<file path="config.mk">
export PLATFORM = sky130hd
export DESIGN_NAME = cartridge_bank_irq_controller
export DESIGN_NICKNAME = d
export VERILOG_FILES = /design/src/hw/rtl/cbic_pkg.sv /design/src/hw/rtl/cbic_in_stage.sv /design/src/hw/rtl/cbic_core.sv /design/src/hw/rtl/cartridge_bank_irq_controller.sv
export SDC_FILE = /design/constraint.sdc
export NUM_CORES = 1
export LEC_CHECK = 0
export BUFFER_PORTS_ARGS = -buffer_cell sky130_fd_sc_hd__buf_2
export CELL_PAD_IN_SITES_DETAIL_PLACEMENT = 0
export CELL_PAD_IN_SITES_GLOBAL_PLACEMENT = 1
export CORE_MARGIN = 5
export CORE_UTILIZATION = 41
export CTS_CLUSTER_SIZE = 14
export DETAILED_ROUTE_END_ITERATION = 7
export HOLD_SLACK_MARGIN = 0.15
export PLACE_DENSITY_LB_ADDON = 0.12
export SYNTH_ARGS = -nofsm -noshare
export SYNTH_HDL_FRONTEND = slang
export SYNTH_HIERARCHICAL = 1
export SYNTH_SLANG_ARGS = --single-unit
</file>
<file path="constraint.sdc">
create_clock -name clk -period 2.6 [get_ports clk]
set_input_delay 0.39 -clock clk [delete_from_list [all_inputs] [get_ports clk]]
set_output_delay 0.39 -clock clk [all_outputs]
set_load 0.005 [all_outputs]
</file>
<file path="src/hw/rtl/cbic_pkg.sv">
// Shared types and constants for the cartridge bank and IRQ controller.
// No dependencies.
package cbic_pkg;

  typedef enum logic {
    OP_WRITE = 1'b0,
    OP_TICK  = 1'b1
  } op_t;

  localparam logic [15:0] ADDR_MIRROR  = 16'h42FF;
  localparam logic [15:0] ADDR_ONESCR  = 16'h42FE;
  localparam logic [15:0] ADDR_IRQ_ACK = 16'h4501;
  localparam logic [15:0] ADDR_CNT_LO  = 16'h4502;
  localparam logic [15:0] ADDR_CNT_HI  = 16'h4503;

  localparam logic [1:0] SRC_ROM   = 2'd0;
  localparam logic [1:0] SRC_RAM   = 2'd1;
  localparam logic [1:0] SRC_EXTRA = 2'd2;

  typedef struct packed {
    op_t         operation;
    logic [15:0] address;
    logic [7:0]  data;
    logic [7:0]  cycles;
  } item_t;

  typedef struct packed {
    logic [5:0] prg_bank;
    logic [1:0] chr_source;
    logic [7:0] chr_bank;
    logic [1:0] mirror_setting;
    logic       irq_line;
  } result_t;

endpackage

</file>
<file path="src/hw/rtl/cbic_in_stage.sv">
// Input register stage: holds one accepted transfer for the decode stage.
// Depends on cbic_pkg.
module cbic_in_stage (
  input  logic           clk,
  input  logic           rst_n,
  input  logic           in_valid,
  output logic           in_ready,
  input  cbic_pkg::item_t in_item,
  output logic           item_valid,
  input  logic           item_take,
  output cbic_pkg::item_t item
);
  import cbic_pkg::*;

  logic  vld_r;
  logic  vld_nxt;
  item_t item_r;

  assign in_ready   = !vld_r || item_take;
  assign item_valid = vld_r;
  assign item       = item_r;

  always_comb begin
    vld_nxt = vld_r;
    if (in_valid && in_ready) begin
      vld_nxt = 1'b1;
    end else if (item_take) begin
      vld_nxt = 1'b0;
    end
  end

  always_ff @(posedge clk) begin
    if (!rst_n) begin
      vld_r <= 1'b0;
    end else begin
      vld_r <= vld_nxt;
    end
  end

  always_ff @(posedge clk) begin
    if (in_valid && in_ready) begin
      item_r <= in_item;
    end
  end

endmodule

</file>
<file path="src/hw/rtl/cbic_core.sv">
// Mapper state: write decode, IRQ counter and the result register.
// Depends on cbic_pkg.
module cbic_core (
  input  logic             clk,
  input  logic             rst_n,
  input  logic             item_valid,
  output logic             item_take,
  input  cbic_pkg::item_t  item,
  output logic             res_valid,
  input  logic             res_ready,
  output cbic_pkg::result_t res
);
  import cbic_pkg::*;

  logic        mode_r,     mode_nxt;
  logic        irq_en_r,   irq_en_nxt;
  logic [15:0] cnt_r,      cnt_nxt;
  logic        pend_r,     pend_nxt;
  logic [5:0]  prg_r,      prg_nxt;
  logic [1:0]  src_r,      src_nxt;
  logic [7:0]  chr_r,      chr_nxt;
  logic [1:0]  mir_r,      mir_nxt;
  logic        res_vld_r,  res_vld_nxt;
  result_t     res_r;
  logic [16:0] sum;

  assign item_take = item_valid && (!res_vld_r || res_ready);
  assign res_valid = res_vld_r;
  assign res       = res_r;
  assign sum       = {1'b0, cnt_r} + {9'd0, item.cycles};

  always_comb begin
    mode_nxt   = mode_r;
    irq_en_nxt = irq_en_r;
    cnt_nxt    = cnt_r;
    pend_nxt   = pend_r;
    prg_nxt    = prg_r;
    src_nxt    = src_r;
    chr_nxt    = chr_r;
    mir_nxt    = mir_r;
    if (item.operation == OP_TICK) begin
      if (irq_en_r) begin
        if (sum[16]) begin
          pend_nxt   = 1'b1;
          irq_en_nxt = 1'b0;
          cnt_nxt    = '0;
        end else begin
          cnt_nxt = sum[15:0];
        end
      end
    end else if (item.address[15]) begin
      if (mode_r) begin
        src_nxt = SRC_ROM;
        chr_nxt = item.data;
      end else begin
        prg_nxt = item.data[7:2];
        src_nxt = (item.data[1:0] != 2'd0) ? SRC_EXTRA : SRC_RAM;
        chr_nxt = {6'd0, item.data[1:0]};
      end
    end else begin
      priority if (item.address == ADDR_MIRROR) begin
        mir_nxt = {1'b0, item.data[4]};
      end else if (item.address == ADDR_ONESCR) begin
        mir_nxt  = {1'b1, item.data[4]};
        mode_nxt = item.data[7];
      end else if (item.address == ADDR_IRQ_ACK) begin
        irq_en_nxt = 1'b0;
        pend_nxt   = 1'b0;
      end else if (item.address == ADDR_CNT_LO) begin
        cnt_nxt = {cnt_r[15:8], item.data};
      end else if (item.address == ADDR_CNT_HI) begin
        cnt_nxt    = {item.data, cnt_r[7:0]};
        irq_en_nxt = 1'b1;
      end else begin
        cnt_nxt = cnt_r;
      end
    end
  end

  always_comb begin
    res_vld_nxt = res_vld_r;
    if (item_take) begin
      res_vld_nxt = 1'b1;
    end else if (res_ready) begin
      res_vld_nxt = 1'b0;
    end
  end

  always_ff @(posedge clk) begin
    if (!rst_n) begin
      mode_r    <= 1'b0;
      irq_en_r  <= 1'b0;
      cnt_r     <= '0;
      pend_r    <= 1'b0;
      prg_r     <= '0;
      src_r     <= '0;
      chr_r     <= '0;
      mir_r     <= '0;
      res_vld_r <= 1'b0;
    end else begin
      res_vld_r <= res_vld_nxt;
      if (item_take) begin
        mode_r   <= mode_nxt;
        irq_en_r <= irq_en_nxt;
        cnt_r    <= cnt_nxt;
        pend_r   <= pend_nxt;
        prg_r    <= prg_nxt;
        src_r    <= src_nxt;
        chr_r    <= chr_nxt;
        mir_r    <= mir_nxt;
      end
    end
  end

  always_ff @(posedge clk) begin
    if (item_take) begin
      res_r.prg_bank       <= prg_nxt;
      res_r.chr_source     <= src_nxt;
      res_r.chr_bank       <= chr_nxt;
      res_r.mirror_setting <= mir_nxt;
      res_r.irq_line       <= pend_nxt;
    end
  end

endmodule

</file>
<file path="src/hw/rtl/cartridge_bank_irq_controller.sv">
// Top level of the cartridge bank and IRQ controller.
// Depends on cbic_pkg, cbic_in_stage and cbic_core.
//
//   port group  | direction | handshake           | payload
//   in_*        | input     | in_valid/in_ready   | operation, address, data, cycles
//   out_*       | output    | out_valid/out_ready | prg_bank, chr_source, chr_bank,
//               |           |                     | mirror_setting, irq_line
//
// One transfer per clock sustained while out_ready stays high; an accepted transfer
// passes from the input register through decode and counter add into the result
// register, which raises out_valid.
// Synchronous active-low reset clears all mapper state and both valid flags.
// A stalled output holds its result; the input register can still take one transfer
// while the result waits, then stalls until out_ready returns.
module cartridge_bank_irq_controller (
  input  logic        clk,
  input  logic        rst_n,
  input  logic        in_valid,
  output logic        in_ready,
  input  logic        in_operation,
  input  logic [15:0] in_address,
  input  logic [7:0]  in_data,
  input  logic [7:0]  in_cycles,
  output logic        out_valid,
  input  logic        out_ready,
  output logic [5:0]  out_prg_bank,
  output logic [1:0]  out_chr_source,
  output logic [7:0]  out_chr_bank,
  output logic [1:0]  out_mirror_setting,
  output logic        out_irq_line
);
  import cbic_pkg::*;

  item_t   in_item;
  item_t   item;
  logic    item_valid;
  logic    item_take;
  result_t res;

  assign in_item.operation = op_t'(in_operation);
  assign in_item.address   = in_address;
  assign in_item.data      = in_data;
  assign in_item.cycles    = in_cycles;

  cbic_in_stage u_in_stage (
    .clk       (clk),
    .rst_n     (rst_n),
    .in_valid  (in_valid),
    .in_ready  (in_ready),
    .in_item   (in_item),
    .item_valid(item_valid),
    .item_take (item_take),
    .item      (item)
  );

  cbic_core u_core (
    .clk       (clk),
    .rst_n     (rst_n),
    .item_valid(item_valid),
    .item_take (item_take),
    .item      (item),
    .res_valid (out_valid),
    .res_ready (out_ready),
    .res       (res)
  );

  assign out_prg_bank       = res.prg_bank;
  assign out_chr_source     = res.chr_source;
  assign out_chr_bank       = res.chr_bank;
  assign out_mirror_setting = res.mirror_setting;
  assign out_irq_line       = res.irq_line;

endmodule

</file>
==> results of run 1 <==
cell type report:
cell class	count	area (um2)	area share, %
tap	136	170	3.50
inverter	13	48.8	1.00
clock buffer	11	131	2.70
sequential	91	2340	48.1
timing repair buffer	66	353	7.25
multi-input combinational	270	1790	36.8
clock inverter	5	30.0	0.617
where the power goes:
group / switching [mW] / internal (mW)
logic: 0.174 / 0.119
clock network: 0.479 / 0.345
registers: 0.0509 / 1.61
cell families (layout without fill, tap and decap cells):
family | count (synthesis) | after routing | share of synthesized area [%]
simple gates | 135 | 135 | 16.7
compound gates | 114 | 114 | 19.5
flops | 91 | 91 | 55.0
buf+inv | 31 | 95 | 3.02
mux | 10 | 10 | 2.61
fa+ha+maj | 9 | 9 | 2.82
xor+xnor | 2 | 2 | 0.411
routing by layer:
metal	share of wire, %	global-route usage, %	up-vias	wire length, um
met3	3.9	3.21	16	384
met1	47	21.5	1501	4620
met5	0	0	-	0
li1	-	-	1613	-
met2	47	25.5	66	4600
met4	2.4	7.45	0	239
worst paths after layout:
path	start	endpoint	slack (ns)	depth (start not counted)
max reg2reg	u_in_stage/item[0]	u_core/pend_r	0.25	8
max	u_in_stage/item[0]	u_core/pend_r	0.25	8
min reg2reg	u_core/prg_r[3]	u_core/prg_r[3]	0.46	2
min	in_cycles[4]	u_in_stage/item[4]	0.21	1
cell usage after synthesis, types with 6 or more instances:
cell type  number
edfxtp_1       52
o211ai_1        7
o21ai_0        15
inv_1          11
dfxtp_1        39
ha_1            8
nand2_1        47
a211oi_1       14
clkbuf_1       10
a22oi_1         8
nor2_1         31
nand3_1         7
mux2_2          9
a21oi_1        26
nand2b_1        6
nor3_1         13
critical path, cell delays in order, from the launching register on:
cell and delay (ns):
edfxtp_1 0.33, ha_1 0.19, inv_1 0.07, fa_1 0.41
nand2b_1 0.21, a211oi_2 0.36, o211ai_1 0.22, or3_1 0.34
a31oi_1 0.15
state kept, by name, summed over array words and instances, names as in the netlist:
signal                 cells
u_core/res                19
u_core/pend_r              1
u_core/src_r               2
u_in_stage/item_valid      1
u_core/res_valid           1
u_core/prg_r               6
u_core/mode_r              1
u_core/mir_r               2
u_core/chr_r               8
u_core/irq_en_r            1
u_in_stage/item           33
u_core/cnt_r              16
stage by stage:
stage,util (%),std cells
floorplan,-,392
global route,47.6,592
detailed placement,46.0,576
finish,47.6,592
CTS,47.6,592
global placement,46.0,576
timing repair:
action	in CTS	in global routing
hold buffers	0	0
gates resized for setup	0	1
endpoints found under the setup margin	0	3
==> run summary, run 1 <==
The flow ran to the end, and the final reports show no timing, DRC or antenna violations. The count of buffers added by post-CTS timing repair for setup was 0. The clock sink total came out at 91.

The sort of element at the end of the critical path is a flip-flop. The logs give 37 for the cell row count and 0 ns for the total negative slack. Counting the fill cells in the layout gives 991. The worst setup path is launched from a flip-flop.

For this configuration, the core starts out at a cell density of 41.7%. The tools report the clock latency on the worst-skew pair as 0.35 ns. The critical path in this run is classified as reg2reg.

Timing would allow up to 426 MHz. The floorplan step defined a core boundary enclosing 10200 um2. The run gives 0 as the number of hold violations in the final report. The run gives 6 as the number of detailed-routing iterations run before antenna repair. The fraction of final layout cells with drive strength greater than 1 is 23.7%.

Clock-pin slew was measured on the worst setup and hold paths at 0.09 ns. The largest buffer count on any clock path came out at 2. The number of global-route vias before repair came out at 3159. Synthesis inferred 91 register bits. On the final layout, the worst hold slack is 0.205 ns.

For the global-route congestion overflow total, the log shows 0. Setup repair after global routing left no endpoint under its margin. Before CTS, the worst setup slack after placement is 0.207 ns.

The via total after detailed routing came out at 3196. Worst voltage drop across the vdd grid: 0.315 mV. In the routed design, unresolved DRC markers number 0.

The tools report the distinct cell type count of the synthesized netlist as 71. The sum of net half-perimeters after detailed placement was 7010 um; the final routed wirelength across all metal layers was 9840 um. TritonCTS built the clock tree. Data on the critical path is required at its endpoint by 2.88 ns. In the layout the commonest cells are buf_2 (57), edfxtp_1 (52), nand2_1 (47). For this design the static power due to leakage is 1.72 nW. During placement, the flow inserted port buffers numbering 57.

The number of design-rule violations left by the first detailed-router iteration is 121. The Yosys step of the flow raised 6 warnings. The run gives 392 as the instance count of the mapped netlist. The share of the synthesized area in the top cell type is 36.6%, and the per-instance average area after synthesis is 10.9 um2.

The detail route stage leaves a number of antenna-violating nets equal to 0. The number of antenna diodes in the final layout is 0. The net count of the finished layout came out at 497. Initial antenna violation count: 0. Setup violations remaining at the end of the flow were counted as 0. Yosys mapped a number of flops with a built-in enable equal to 52. Entering global routing, the biggest net connects 37 pins.

Once placement finished, the instance area stood at 4700 um2. Global routing consumed, over all layers together, 16.2% of the routing resources. The library cell occupying the most area in the post-synthesis netlist was edfxtp_1. The most frequent standard cell in the layout excluding fill and tap cells is buf_2.

The time the worst path needs with I/O delays and setup is 2.35 ns, and the final worst clock skew is 0.00755 ns. For the final count of pins violating max slew, the log shows 0. The global-route wire length before repair is 16100 um.

The tools report the worst max-slew margin expressed relative to the limit as 51.5%. The tools report the post-layout total power as 2.77 mW. Along the worst path, the maximum fanout reaches 5. The share of the yosys chip area belonging to registers is 55.0%, and the final worst-path setup slack is 0.251 ns. The final design instance area without fill is 4870 um2. When the netlist entered floorplanning its net count stood at 438. Compared with the post-synthesis result, the final layout area differs by 14.2%. The arrival time at the worst endpoint was 2.63 ns. The synthesized netlist occupies a cell area of 4260 um2. For this design the ratio of total power to cell area is 570 nW/um2. The routed wirelength normalized by instance count was 16.6 um. The area enclosed by the die boundary came out at 12500 um2. Overall die width: 112 um.

Among all flip-flop cells after synthesis, the most frequent one is edfxtp_1. In this run the worst hold path is classified as in2reg. The number of max-cap violations is 0, and the die height is 112 um. The final weighted congestion in routability-driven placement was 0.870. Via count normalized by instance count: 5.40. The root buffer cell chosen for the clock tree is clkbuf_8. The actual transition at the worst max-transition pin was 0.727 ns; the count of pins on the block boundary was 58. By area the synthesized netlist is led by edfxtp_1 (37%), dfxtp_1 (18%), nand2_1 (4.1%), a21oi_1 (3.1%), nor2_1 (2.7%).

In this run, CTS created clock tree buffers numbering 9. The proportion of register bits with asynchronous set or reset after synthesis is 0%, and the post-route clock period utilization is 90.3%. CTS built an H-tree with a depth of 3.
(Power assumes the default switching activity.)
==> run 2, diff against run 1 <==
==> constraint.sdc (replaced) <==
create_clock -name clk -period 2.6 [get_ports clk]
set_input_delay 0.52 -clock clk [delete_from_list [all_inputs] [get_ports clk]]
set_output_delay 0.52 -clock clk [all_outputs]
set_load 0.005 [all_outputs]
==> run summary, run 2 (same netlist as run 1, synthesis figures left out) <==
The number of detailed-routing iterations run before antenna repair is 4 (-2). The initial standard-cell utilization of the core was 41.7% (unchanged). Leaving out fill and tap cells, the most frequent cell in the layout is buf_2. The tools report the number of design-rule violations left by the first detailed-router iteration as 202 (+67%).

The logs give 0.182 ns (-0.0246 ns) for the worst slack at placement and 0 (unchanged) for the global-route congestion overflow total. The cell area reported after detailed placement was 4700 um2 (-0.16%). The worst hold path begins at in_data[4].

The run gives 16700 um (+3.8%) as the global-route wire length before repair. For the worst max-slew margin expressed relative to the limit, the log shows 54.2% (+2.7 points). The post-route clock period utilization came out at 89.9% (-0.49 points). The fraction of the core area covered by cells at the end of the flow was 47.8% (+0.26 points). The run gives 34 (-8.1%) as the pin count of the biggest net entering global routing. The switching component of the power is 0.759 mW (+7.8%). The logs give 0 (unchanged) for the cts-stage hold buffer count and 0.37 ns (+0.02 ns) for the clock latency on the worst-skew pair.

The logs give 0 (unchanged) for the setup violation total in the final timing report and 496 (-0.20%) for the net count of the finished layout. The relative contribution of sequential cells to total power was 57.8% (-1.9 points); the time the worst path needs with I/O delays and setup was 2.34 ns (-0.0128 ns). Final worst-path setup slack: 0.264 ns (+0.0128 ns).

Area enclosed by the die boundary: 12500 um2 (unchanged). The tools report the root buffer selected by CTS as clkbuf_8. The final cell count without fillers came out at 591 (-0.17%).

Antenna diode count: 0 (unchanged). The final design instance area without fill was 4890 um2 (+0.54%). Start-to-end type of the worst setup path: reg2reg. The final worst clock skew came out at 0.0117 ns (+0.00419 ns).

The largest buffer count on any clock path is 2 (unchanged). The number of flip-flops under the largest register name was 33 (unchanged); the number of max-cap violations was 0 (unchanged). Static leakage: 1.73 nW (+0.39%).

The fraction of final layout cells with drive strength greater than 1 was 24.2% (+0.49 points); the total power density per cell area was 587 nW/um2 (+3.0%). The tools report the required time of the critical path as 2.88 ns (about the same). Worst reg2reg path endpoint: u_core/cnt_r[12]. The worst voltage drop across the vdd grid was 0.516 mV (+63%). The post-detailed-route DRC marker count was 0 (unchanged); the number of global-route vias before repair was 3246 (+2.8%). The run gives 0 (unchanged) as the number of hold violations in the final report.

Launch point of the critical path: u_in_stage/item[0]. The path type of the worst min-delay path is in2reg. The top cell types in the final layout, fill and taps aside, are buf_2 (57), edfxtp_1 (52), nand2_1 (47). Setup repair after global routing left no endpoint under its margin. The growth of design area from synthesis to finish was 14.8%; the overall die width was 112 um (unchanged).

The tools report the final count of pins violating max slew as 0 (unchanged). For the arrival time at the worst endpoint, the log shows 2.61 ns (-0.02 ns). Launch instance of the worst register-to-register path: u_in_stage/item[0].

The tools report the count of pins on the block boundary as 58 (unchanged). Minimum setup slack among reg-to-reg paths: 0.26 ns (about the same). Count of buffers from port buffering: 57 (unchanged). The level count of the clock H-tree was 3 (unchanged); the relative contribution of the clock network to total power was 32.1% (+2.4 points). The clock sink total came out at 91 (unchanged). For the final hold slack, the log shows 0.313 ns (+0.108 ns).

The tools report the initial antenna violation count as 0 (unchanged). The worst setup path is launched from a flip-flop. The tools report the hold path endpoint as u_in_stage/item[12]. Final routed wirelength across all metal layers: 10100 um (+2.9%). The sort of element at the end of the critical path is a flip-flop. The routed wirelength normalized by instance count works out to 17.1 um (+3.1%). The internal power is 2.11 mW (+2.1%), and the cell row count is 37 (unchanged).

For the sum of net half-perimeters after detailed placement, the log shows 7240 um (+3.4%). Cell depth of the worst min-delay path: 1 (unchanged). The global routing usage summed across all routing layers is 16.9% (+0.75 points). The run gives 967 (-2.4%) as the filler cell count. The logs give 428 MHz (+0.55%) for the highest attainable clock frequency and 10.1% (-0.5 points) for the part of the total power dissipated in combinational logic.

The actual transition at the worst max-transition pin was 0.687 ns (-0.0408 ns); the total negative slack was 0 ns (unchanged). Number of nets still failing antenna checks after routing: 0 (unchanged). The maximum fanout along the worst path is 6 (+1), and the instance count after placement with tap cells included is 575 (-0.17%). The post-CTS clock slew at the launch and capture registers of the worst setup and hold paths is 0.10 ns (about the same).

The via total after detailed routing was 3222 (+0.81%). Via count normalized by instance count: 5.45 (+0.98%). The run finished with clean final reports. The length in cells of the worst reg-to-reg path was 8 (unchanged).

The die height was 112 um (unchanged); the post-layout total power was 2.87 mW (+3.5%). TritonCTS built the clock tree. The tools report the area inside the core boundary as 10200 um2 (unchanged). The fraction of power spent switching nets is 26.4% (+1.1 points), and the number of clock buffers inserted by TritonCTS is 9 (unchanged). For the final weighted congestion in routability-driven placement, the log shows 0.870 (-0.10%).
## run 2: worst max-delay path by stage
stage / cells past startpoint / slack [ns] / to
2_1_floorplan: 7 / 0.17 / u_in_stage/item[0]
3_3_place_gp: 8 / 0.28 / u_core/cnt_r[10]
3_5_place_dp: 8 / 0.18 / u_core/cnt_r[12]
4_1_cts: 8 / 0.15 / u_core/cnt_r[12]
5_1_grt: 8 / 0.05 / u_core/cnt_r[12]
6_report: 8 / 0.26 / u_core/cnt_r[12]
## run 2: power by group through the flow
stage / Sequential, mW / Clock [mW] / Combinational, mW
floorplan: 1.67 / 0 / 0.190
global placement: 1.69 / 0 / 0.291
detailed placement: 1.69 / 0 / 0.293
CTS: 1.66 / 0.970 / 0.294
global route: 1.67 / 1.03 / 0.327
finish: 1.66 / 0.923 / 0.290
## run 2: final cells by class
cell class / count / area, um2 / share of cell area (%)
Clock buffer: 10 / 138 / 2.81
Sequential cell: 91 / 2340 / 47.9
Multi-Input combinational cell: 270 / 1790 / 36.6
Timing Repair Buffer: 65 / 345 / 7.06
Clock inverter: 6 / 57.6 / 1.18
Inverter: 13 / 48.8 / 0.997
Tap cell: 136 / 170 / 3.48
## run 2: critical path, cell delays in order, from the launching register on
cell and delay (ns):
edfxtp_1 0.34, ha_1 0.19, inv_1 0.06, fa_1 0.40, nand2b_1 0.22, a211oi_2 0.35, or2_1 0.29, a22oi_1 0.10
a311oi_1 0.29
## run 2: repair_timing
action,in CTS,in global routing
setup buffers,0,0
endpoints found under the setup margin,0,2
resized for setup,0,1
## run 2: routing by layer
layer | vias to the layer above | GRT usage (%) | share of wire [%]
li1 | 1610 | - | -
met1 | 1509 | 22.4 | 45
met2 | 93 | 27.1 | 48
met3 | 10 | 5.54 | 6.4
met4 | 0 | 4.01 | 1.5
met5 | - | 0 | 0
